==> config.mk <==
export PLATFORM = sky130hd
export DESIGN_NAME = integer_square_root_unit
export DESIGN_NICKNAME = d
export VERILOG_FILES = /design/src/rtl/isr_pkg.sv /design/src/rtl/isr_cell.sv /design/src/rtl/isr_out.sv /design/src/rtl/integer_square_root_unit.sv
export SDC_FILE = /design/constraint.sdc
export NUM_CORES = 1
export LEC_CHECK = 0
export BUFFER_PORTS_ARGS = -buffer_cell sky130_fd_sc_hd__buf_2
export CORE_UTILIZATION = 55
export CTS_CLUSTER_SIZE = 14
export DETAILED_ROUTE_END_ITERATION = 8
export PLACE_DENSITY = 0.7
export SYNTH_ARGS = -nofsm -noshare
export SYNTH_HDL_FRONTEND = slang
export SYNTH_SLANG_ARGS = --single-unit
export TNS_END_PERCENT = 30
==> constraint.sdc <==
create_clock -name i_clk -period 32.8 [get_ports i_clk]
set_input_delay 3.28 -clock i_clk [delete_from_list [all_inputs] [get_ports i_clk]]
set_output_delay 3.28 -clock i_clk [all_outputs]
set_load 0.01 [all_outputs]
==> src/rtl/isr_pkg.sv <==
// ----------------------------------------------------------------------------
// Integer square root package
// Shared constants for the square root cell chain and its output stage.
// ----------------------------------------------------------------------------
package isr_pkg;

    // Width of the radicand when the top level is left at its default.
    localparam int DEFAULT_INPUT_WIDTH = 31;

    // Number of root bits, and so of cells, at the default radicand width.
    localparam int DEFAULT_ROOT_BITS = (DEFAULT_INPUT_WIDTH + 1) / 2;

    // The root field is fixed at 16 bits and saturates above that.
    localparam int ROOT_WIDTH = 16;
    localparam logic [ROOT_WIDTH-1:0] ROOT_MAX = '1;

endpackage

==> src/rtl/isr_cell.sv <==
// ----------------------------------------------------------------------------
// Integer square root cell
// One restoring step: brings down two radicand bits, tries the next root bit
// and hands the partial remainder and root to the next cell.
// ----------------------------------------------------------------------------
module isr_cell #(
    parameter int ROOT_BITS = isr_pkg::DEFAULT_ROOT_BITS
) (
    input  logic                   i_clk,
    input  logic                   i_rst_n,
    input  logic                   i_advance,
    input  logic                   i_valid,
    input  logic [2*ROOT_BITS-1:0] i_rad,
    input  logic [ROOT_BITS:0]     i_rem,
    input  logic [ROOT_BITS-1:0]   i_root,
    output logic                   o_valid,
    output logic [2*ROOT_BITS-1:0] o_rad,
    output logic [ROOT_BITS:0]     o_rem,
    output logic [ROOT_BITS-1:0]   o_root
);

    localparam int RAD_WIDTH  = 2 * ROOT_BITS;
    localparam int WORK_WIDTH = ROOT_BITS + 3;

    logic                   r_valid;
    logic [RAD_WIDTH-1:0]   r_rad;
    logic [ROOT_BITS:0]     r_rem;
    logic [ROOT_BITS-1:0]   r_root;

    logic [RAD_WIDTH-1:0]   n_rad;
    logic [ROOT_BITS:0]     n_rem;
    logic [ROOT_BITS-1:0]   n_root;

    logic [WORK_WIDTH-1:0]  work;
    logic [WORK_WIDTH-1:0]  trial;
    logic [WORK_WIDTH-1:0]  diff;
    logic [RAD_WIDTH+1:0]   rad_shift;
    logic [ROOT_BITS:0]     root_shift;
    logic                   take;

    always_comb begin
        // Remainder with the next two radicand bits appended, against 4*root+1.
        work       = {i_rem, i_rad[RAD_WIDTH-1 -: 2]};
        trial      = {1'b0, i_root, 2'b01};
        diff       = work - trial;
        take       = (work >= trial);
        rad_shift  = {i_rad, 2'b00};
        root_shift = {i_root, take};
        n_rad      = rad_shift[RAD_WIDTH-1:0];
        n_root     = root_shift[ROOT_BITS-1:0];
        n_rem      = take ? diff[ROOT_BITS:0] : work[ROOT_BITS:0];
    end

    always_ff @(posedge i_clk) begin
        if (!i_rst_n) begin
            r_valid <= 1'b0;
        end else if (i_advance) begin
            r_valid <= i_valid;
        end
    end

    always_ff @(posedge i_clk) begin
        if (i_advance) begin
            r_rad  <= n_rad;
            r_rem  <= n_rem;
            r_root <= n_root;
        end
    end

    assign o_valid = r_valid;
    assign o_rad   = r_rad;
    assign o_rem   = r_rem;
    assign o_root  = r_root;

endmodule

==> src/rtl/isr_out.sv <==
// ----------------------------------------------------------------------------
// Integer square root output stage
// Holds the finished root until the consumer takes it, saturating roots that
// do not fit the 16-bit field.
// ----------------------------------------------------------------------------
module isr_out #(
    parameter int ROOT_BITS = isr_pkg::DEFAULT_ROOT_BITS
) (
    input  logic                            i_clk,
    input  logic                            i_rst_n,
    input  logic                            i_advance,
    input  logic                            i_valid,
    input  logic [ROOT_BITS-1:0]            i_root,
    output logic                            o_valid,
    output logic [isr_pkg::ROOT_WIDTH-1:0]  o_root
);

    logic                            r_valid;
    logic [isr_pkg::ROOT_WIDTH-1:0]  r_root;
    logic [isr_pkg::ROOT_WIDTH-1:0]  n_root;

    generate
        if (ROOT_BITS > isr_pkg::ROOT_WIDTH) begin : g_sat
            assign n_root = (|i_root[ROOT_BITS-1:isr_pkg::ROOT_WIDTH]) ?
                            isr_pkg::ROOT_MAX : i_root[isr_pkg::ROOT_WIDTH-1:0];
        end else begin : g_ext
            always_comb begin
                n_root                = '0;
                n_root[ROOT_BITS-1:0] = i_root;
            end
        end
    endgenerate

    always_ff @(posedge i_clk) begin
        if (!i_rst_n) begin
            r_valid <= 1'b0;
        end else if (i_advance) begin
            r_valid <= i_valid;
        end
    end

    always_ff @(posedge i_clk) begin
        if (i_advance) begin
            r_root <= n_root;
        end
    end

    assign o_valid = r_valid;
    assign o_root  = r_root;

endmodule

==> src/rtl/integer_square_root_unit.sv <==
// Path: an accepted request passes through the ROOT_BITS cell registers and then the
// output register to o_valid, where ROOT_BITS = (INPUT_WIDTH + 1) / 2 and INPUT_WIDTH defaults to 31.
// Throughput: one request per cycle; the chain of ROOT_BITS cells, one per
// root bit, moves as a whole and halts only while a finished root is stalled.
// Reset (i_rst_n low, synchronous) clears every valid bit; data is not reset.
// ----------------------------------------------------------------------------
// Integer square root unit
// Floor of the square root of an unsigned radicand, one root bit per cell.
// ----------------------------------------------------------------------------
module integer_square_root_unit #(
    parameter int INPUT_WIDTH = isr_pkg::DEFAULT_INPUT_WIDTH
) (
    input  logic                            i_clk,
    input  logic                            i_rst_n,
    input  logic                            i_valid,
    input  logic [INPUT_WIDTH-1:0]          i_radicand,
    output logic                            o_stall,
    output logic                            o_valid,
    output logic [isr_pkg::ROOT_WIDTH-1:0]  o_root,
    input  logic                            i_stall
);

    localparam int ROOT_BITS = (INPUT_WIDTH + 1) / 2;
    localparam int RAD_WIDTH = 2 * ROOT_BITS;

    logic                  advance;
    logic [RAD_WIDTH-1:0]  rad_pad;

    // Index k holds what enters cell k; the last cell's root and valid land
    // at index ROOT_BITS.
    logic                  w_valid [0:ROOT_BITS];
    logic [ROOT_BITS-1:0]  w_root  [0:ROOT_BITS];
    logic [RAD_WIDTH-1:0]  w_rad   [0:ROOT_BITS-1];
    logic [ROOT_BITS:0]    w_rem   [0:ROOT_BITS-1];

    // The whole chain moves unless a finished root is waiting and stalled.
    assign advance = !(o_valid && i_stall);
    assign o_stall = !advance;

    always_comb begin
        rad_pad                  = '0;
        rad_pad[INPUT_WIDTH-1:0] = i_radicand;
    end

    assign w_valid[0] = i_valid;
    assign w_rad[0]   = rad_pad;
    assign w_rem[0]   = '0;
    assign w_root[0]  = '0;

    generate
        for (genvar k = 0; k < ROOT_BITS; k++) begin : g_cell
            if (k < ROOT_BITS - 1) begin : g_mid
                isr_cell #(
                    .ROOT_BITS (ROOT_BITS)
                ) u_cell (
                    .i_clk     (i_clk),
                    .i_rst_n   (i_rst_n),
                    .i_advance (advance),
                    .i_valid   (w_valid[k]),
                    .i_rad     (w_rad[k]),
                    .i_rem     (w_rem[k]),
                    .i_root    (w_root[k]),
                    .o_valid   (w_valid[k+1]),
                    .o_rad     (w_rad[k+1]),
                    .o_rem     (w_rem[k+1]),
                    .o_root    (w_root[k+1])
                );
            end else begin : g_last
                isr_cell #(
                    .ROOT_BITS (ROOT_BITS)
                ) u_cell (
                    .i_clk     (i_clk),
                    .i_rst_n   (i_rst_n),
                    .i_advance (advance),
                    .i_valid   (w_valid[k]),
                    .i_rad     (w_rad[k]),
                    .i_rem     (w_rem[k]),
                    .i_root    (w_root[k]),
                    .o_valid   (w_valid[k+1]),
                    .o_rad     (),
                    .o_rem     (),
                    .o_root    (w_root[k+1])
                );
            end
        end
    endgenerate

    isr_out #(
        .ROOT_BITS (ROOT_BITS)
    ) u_out (
        .i_clk     (i_clk),
        .i_rst_n   (i_rst_n),
        .i_advance (advance),
        .i_valid   (w_valid[ROOT_BITS]),
        .i_root    (w_root[ROOT_BITS]),
        .o_valid   (o_valid),
        .o_root    (o_root)
    );

    // A reset leaves no result pending.
    a_reset_clears: assert property (@(posedge i_clk)
        !i_rst_n |=> !o_valid)
        else $error("result pending right after reset");

    // An accepted request always enters the first cell.
    a_accept_enters: assert property (@(posedge i_clk) disable iff (!i_rst_n)
        (i_valid && !o_stall) |=> w_valid[1])
        else $error("accepted request did not enter the chain");

    // A root leaving the last cell while the chain moves becomes a result.
    a_last_to_out: assert property (@(posedge i_clk) disable iff (!i_rst_n)
        (w_valid[ROOT_BITS] && advance) |=> o_valid)
        else $error("root from the last cell was lost");

    // While the chain is held, the first cell keeps its occupancy.
    a_hold_chain: assert property (@(posedge i_clk) disable iff (!i_rst_n)
        !advance |=> $stable(w_valid[1]))
        else $error("chain moved while held");

endmodule

==> metrics, run 1 <==
Cell variety after synth 87; WP data arrival 4680 ps; met1 Use GR 27.2%; die area 54700 µm²; status finished, final reports clean; initial drt markers 1359; hold_sp g_cell[7].g_mid.u_cell.o_rad[27]; WP data required 29520 ps; clk sink count 641; Worst slew margin 21.2%; Remaining DRCs 0; EDFF count, synth 624; slowest cell delay on critical path 550 ps; GR Util met3 3.84%; Synth top area share 63.4%; Cells after Synth 2211; switching share of power 26.5%; Peak supply drop 0.0000523 V; leading area contributor after synthesis edfxtp_1; clk slew on worst S/H paths 60 ps; Hold-fix buffers, CTS 0; Post-synth top cells edfxtp_1, inv_1, ha_1; Global Route met2 Usage 30.4%; Final period util 24.3%; CTS root buffer clkbuf_16; portion of total power attributed to sequential cells 49.3%; CP delay by family, top buffers and inverters; CP Launch Type input pin; DRT Pass-1 Iters 5; Logic pwr share 18.2%; synth top area cells edfxtp_1, ha_1, xnor2_1; fin util 62.1%; Tot Pwr 2.32 mW; PortBufs 52; Total Wirelength 51200 µm; DP Wirelength 36000 µm; internal power 1.71 mW; post-synthesis sequential area ratio 64.5%; fillers 4002; Final ANT Viol Nets 0; crit-path max FO 50; vias 17200; Crit Path Category input pin to primary output; n_diodes 0; MaxCap Viol Count 0; post_cts resized 0; Layout Cells excl Fill 3055; Clock H-tree levels 3; die height 234 µm; unrepaired setup endpoints after global routing no; Setup violations, final 0; reg2reg start g_cell[10].g_mid.u_cell.o_rem[12]; Core Box Area 52900 µm²; crit end category primary output; fin crit period 7960 ps; final hold vios 0; async set-or-reset flop fraction in the synthesized netlist 0%; largest net degree at the start of global routing 89; placed insts 2929; P_sw 616 µW; Worst Max-Slew Pin Slew 1170 ps; initial antenna violation count 0; clk buf depth 3; most common cell in the netlist edfxtp_1; clock share of power 32.5%; mean cell area of the mapped netlist 13.4 µm²; vias in the first global route 16700; worst min-delay path class register to register; clock latency on the worst-skew pair 590 ps; Crit-path slowest cell clkinv_1; Area Growth Syn to Fin 11.1%; P_leak 13.3 nW; Yosys warning total 0; Synth Net Count 2397; Post-CTS Setup Bufs 0; CP most frequent cell buf_2; # IOs 53; first-pass GRT wire length 84300 µm; critical path cell sequence buf_2 > nand2_4 > clkinv_1 > buf_2; cts bufs inserted 69; Final GP Congestion 0.909; setup TNS 0 ps; CTS tree built; Initial Util 55.9%; grt total ovfl 0; layout cell share with drive strength beyond 1 10.8%; busiest grt layer met2; final net count 2498; critical path startpoint i_stall; Synth Register Bits 641; clock skew 21.2 ps; vias per cell 5.65; Chip Width 234 µm; Slew Viols, Final 0; power density of the placed cells 70.7 nW/µm²; ys flop type edfxtp_1; total buffers and inverters traversed by the critical path 3; fmax 126 MHz; Mapped Area 29600 µm²; Site Rows 84; total track usage 19.3%; wire length per cell 16.8 µm
-- power groups by stage --
stage / clock, mW / sequential, mW / combinational (mW)
2_1_floorplan: 0 / 1.13 / 0.331
3_3_place_gp: 0 / 1.16 / 0.405
3_5_place_dp: 0 / 1.16 / 0.416
4_1_cts: 0.774 / 1.15 / 0.420
5_1_grt: 0.805 / 1.16 / 0.473
6_report: 0.754 / 1.14 / 0.423
-- path summary, 6_finish.rpt --
check / endpoint / slack [ps] / cells after the start
max: o_stall / 24840 / 4
min: g_cell[8].g_mid.u_cell.o_rad[29] / 400 / 0
max reg2reg: g_cell[11].g_mid.u_cell.o_rem[16] / 29500 / 6
min reg2reg: g_cell[8].g_mid.u_cell.o_rad[29] / 400 / 0
-- logic make-up (layout without fill, tap and decap cells) --
group	count (synthesis)	after routing	synth area share, %
AND/OR/NAND/NOR	546	546	9.48
XOR/XNOR	144	144	4.26
multiplexers	71	71	2.66
adder cells (fa/ha/maj)	151	151	6.39
AO/OA/AOI/OAI	435	435	9.70
flip-flops	641	641	64.5
buffers and inverters	222	378	2.99
other	1	1	0.0127
-- sequential cells by signal, indices dropped and copies added (netlist names) --
register / cells
g_cell.g_last.u_cell.o_root: 16
g_cell.g_mid.u_cell.o_rem: 232
u_out.o_valid: 1
g_cell.g_mid.u_cell.o_root: 120
u_out.o_root: 16
g_cell.g_mid.u_cell.o_rad: 240
g_cell.g_mid.u_cell.o_valid: 15
g_cell.g_last.u_cell.o_valid: 1
-- final cells by class --
| type | instances | area, µm² | share of cell area, % |
|---|---|---|---|
| flip-flops and latches | 641 | 19100 | 58.1 |
| inverters | 191 | 717 | 2.18 |
| repair buffers | 61 | 328 | 0.998 |
| well taps | 688 | 861 | 2.62 |
| clock buffers | 88 | 1840 | 5.60 |
| clock inverters | 38 | 394 | 1.20 |
| multi-input cells | 1348 | 9630 | 29.3 |
-- worst reg2reg max path, cell delays in order, from the launching register on --
cell and delay, ps:
edfxtp_1 420, or3_1 400, or4_1 540, a31oi_2 360
nor3b_4 960, nor2_1 70, mux2_2 290
-- per-stage QoR --
step	instance area, µm²	hold WS [ps]	setup slack, ps
2_1_floorplan	29600	400	11140
3_3_place_gp	30600	401	24860
3_5_place_dp	30600	405	24800
4_1_cts	32800	411	24790
5_1_grt	32800	416	24680
6_report	32800	403	24840
-- placed cells by master (no fill, tap or decap), types with 10 or more instances in the layout --
cell / netlist / final
o31a_1: 10 / 10
ha_1: 151 / 151
a211oi_1: 11 / 11
o31ai_1: 14 / 14
clkinv_1: 1 / 15
dfxtp_1: 17 / 17
o21ai_0: 92 / 92
nand4_1: 25 / 25
o21a_1: 31 / 31
o21bai_1: 13 / 13
a21boi_0: 19 / 19
xnor2_1: 82 / 82
a21oi_1: 110 / 110
xor2_1: 62 / 62
nor2_1: 121 / 121
a21o_1: 38 / 38
nand3_1: 32 / 32
clkbuf_16: 0 / 70
buf_2: 9 / 52
nor4_1: 25 / 25
mux2i_1: 11 / 11
nor3_1: 67 / 66
clkbuf_1: 15 / 16
mux2_2: 60 / 60
nand2_1: 132 / 131
edfxtp_1: 624 / 624
or3_1: 22 / 22
nor2b_1: 19 / 19
o211ai_1: 15 / 15
nand2b_1: 20 / 20
or4_1: 13 / 13
inv_1: 188 / 188
-- routing by layer --
| metal | vias up | routed length (µm) |
|---|---|---|
| li1 | 8514 | - |
| met1 | 8298 | 24000 |
| met2 | 370 | 23600 |
| met3 | 67 | 2760 |
| met4 | 0 | 872 |
| met5 | - | 0 |
Power figures use the tool's default switching activity.
==> run 2: changes to the inputs <==
--- a/config.mk
+++ b/config.mk
@@ -9,7 +9,7 @@
 export CORE_UTILIZATION = 55
 export CTS_CLUSTER_SIZE = 14
 export DETAILED_ROUTE_END_ITERATION = 8
-export PLACE_DENSITY = 0.7
+export PLACE_DENSITY = 0.73
 export SYNTH_ARGS = -nofsm -noshare
 export SYNTH_HDL_FRONTEND = slang
 export SYNTH_SLANG_ARGS = --single-unit
==> constraint.sdc (replaced) <==
create_clock -name i_clk -period 6.9 [get_ports i_clk]
set_input_delay 0.69 -clock i_clk [delete_from_list [all_inputs] [get_ports i_clk]]
set_output_delay 0.69 -clock i_clk [all_outputs]
set_load 0.01 [all_outputs]
==> run 2 against run 1 <==
First-iteration DRC count fell by 4.6%. Count of clock-buffer cells in the layout fell by 7. Die area did not move. Cell count fell by 0.36%. Clock skew fell by 6.0 ps. Non-clock buffer count fell by 1. Global-route usage rose by 0.17 points.
==> metrics, run 2 (synthesis gave the netlist of run 1 again) <==
fmax 319 MHz; clock skew 15.2 ps (was 21.2 ps); clk slew on worst S/H paths 60 ps (about the same); clk buf depth 3 (unchanged); Slew Viols, Final 0 (unchanged); Remaining DRCs 0 (unchanged); Worst slew margin 20.9% (was 21.2%); Clock H-tree levels 3 (unchanged); WP data arrival 3480 ps (was 4680 ps); clk sink count 641 (unchanged); Worst R2R End g_cell[13].g_mid.u_cell.o_rem[16] (was g_cell[11].g_mid.u_cell.o_rem[16]); Layout Cells excl Fill 3044 (was 3055); total buffers and inverters traversed by the critical path 1 (was 3); Site Rows 84 (unchanged); Worst Max-Slew Pin Slew 1190 ps (was 1170 ps); Setup violations, final 0 (unchanged); vias 17300 (was 17200); Core Box Area 52900 µm² (unchanged); die area 54700 µm² (unchanged); max FFs per register 240 (unchanged); Peak supply drop 0.000226 V (was 0.0000523 V); CP delay by family, top simple AND/OR/NAND/NOR gates (was buffers and inverters); final instance area 32700 µm² (was 32800 µm²); crit-path max FO 28 (was 50); CTS tree built (unchanged); DP Wirelength 36500 µm (was 36000 µm); MaxCap Viol Count 0 (unchanged); placed insts 2927 (was 2929); vias in the first global route 16500 (was 16700); Final GP Congestion 0.908 (was 0.909); final hold vios 0 (unchanged); reg2reg start g_cell[12].g_mid.u_cell.o_rem[12] (was g_cell[10].g_mid.u_cell.o_rem[12]); unrepaired setup endpoints after global routing no (unchanged); CTS root buffer clkbuf_16 (unchanged); Min-Delay Endpoint g_cell[0].g_mid.u_cell.o_rad[24] (was g_cell[8].g_mid.u_cell.o_rad[29]); WP data required 7240 ps (was 29520 ps); n_diodes 0 (unchanged); number of cells on the worst reg-to-reg path 8 (was 6); total track usage 19.5% (was 19.3%); wire length per cell 17.1 µm (was 16.8 µm); layout cell share with drive strength beyond 1 10.7% (was 10.8%); status finished, final reports clean (unchanged); grt total ovfl 0 (unchanged); clock latency on the worst-skew pair 600 ps (was 590 ps); Post-CTS Setup Bufs 0 (unchanged); die height 234 µm (unchanged); Area Growth Syn to Fin 10.7% (was 11.1%); pre-CTS WS 3560 ps (was 24800 ps); worst min-delay path class input pin to register (was register to register); Tot Pwr 10.9 mW (was 2.32 mW); crit end category register (was primary output); critical path cell sequence ha_1 > or2_2 > or4_1 > a31oi_1 > o211ai_2 > buf_4 > nor2b_1 > mux2_2 (was buf_2 > nand2_4 > clkinv_1 > buf_2); DRT Pass-1 Iters 7 (was 5); fin crit period 3130 ps; largest net degree at the start of global routing 201 (was 89); Crit Path Category register to register (was input pin to primary output); cts bufs inserted 67 (was 69); vias per cell 5.67 (was 5.65); PortBufs 52 (unchanged); initial drt markers 1296 (was 1359); # IOs 53 (unchanged); setup TNS 0 ps (unchanged); worst hold path cell count 1 (was 0); fillers 3960 (was 4002); Post-DP Area 30600 µm² (about the same); hold_sp i_radicand[22] (was g_cell[7].g_mid.u_cell.o_rad[27]); most frequent cells in the layout edfxtp_1, inv_1, ha_1, nand2_1, nor2_1 (unchanged); Hold-fix buffers, CTS 0 (unchanged); post_cts resized 0 (unchanged); R2R setup slack 3770 ps (was 29500 ps); Crit-path slowest cell or4_1 (was clkinv_1); initial antenna violation count 0 (unchanged); first-pass GRT wire length 84300 µm (about the same); P_leak 13.2 nW (was 13.3 nW); Initial Util 55.9% (unchanged); Chip Width 234 µm (unchanged); commonest non-fill, non-tap cell in the layout edfxtp_1 (unchanged); Total Wirelength 51900 µm (was 51200 µm); power density of the placed cells 334 nW/µm² (was 70.7 nW/µm²); slowest cell delay on critical path 550 ps (about the same); Final period util 45.4%; final worst setup slack 3770 ps (was 24840 ps); final net count 2495 (was 2498); Final ANT Viol Nets 0 (unchanged); CP Launch Type register (was input pin)
## run 2: cell types whose count changed in the layout (fill, tap and decap cells not counted), sizes merged
cell	previous run	this run
inv	195	192
buf	61	60
bufinv	6	5
clkinv	26	27
clkbuf	88	81
## run 2: area by class of cell
type	count	area, µm²	area share [%]
clock buffer	81	1790	5.47
clock inverter	35	329	1.01
inverter	191	717	2.19
multi-input combinational	1348	9620	29.4
sequential	641	19100	58.3
tap	688	861	2.63
timing repair buffer	60	343	1.05
## run 2: where the power goes
group | internal [mW] | switching [mW]
logic | 0.927 | 1.09
clock network | 2.04 | 1.43
registers | 5.05 | 0.401
total | 8.02 | 2.93
## run 2: worst max path at each step
| stage | from | end | depth (start not counted) |
|---|---|---|---|
| final | g_cell[12].g_mid.u_cell.o_rem[12] | g_cell[13].g_mid.u_cell.o_rem[16] | 8 |
| after global routing | g_cell[10].g_mid.u_cell.o_rem[2] | g_cell[11].g_mid.u_cell.o_rem[16] | 7 |
| after CTS | g_cell[3].g_mid.u_cell.o_root[0] | g_cell[4].g_mid.u_cell.o_rem[4] | 7 |
| after detailed placement | i_stall | g_cell[11].g_mid.u_cell.o_rem[1] | 4 |
| after global placement | i_stall | g_cell[11].g_mid.u_cell.o_rem[0] | 4 |
| after floorplan | i_stall | g_cell[0].g_mid.u_cell.o_rad[10] | 2 |
## run 2: per-layer routing
layer  global-route usage [%]  share of wire (%)  up-vias
li1                         -                  -     8490
met1                     27.6                 47     8275
met2                     29.9                 45      400
met3                     4.21                5.3      104
met4                     6.68                2.8        0
met5                        0                  0        -
## run 2: per-stage QoR
| stage | utilization [%] | hold WS (ps) |
|---|---|---|
| after floorplan | - | 400 |
| after global routing | 61.9 | 225 |
| final | 61.9 | 260 |
| after CTS | 61.9 | 222 |
| after detailed placement | 57.9 | 405 |
| after global placement | 57.9 | 400 |
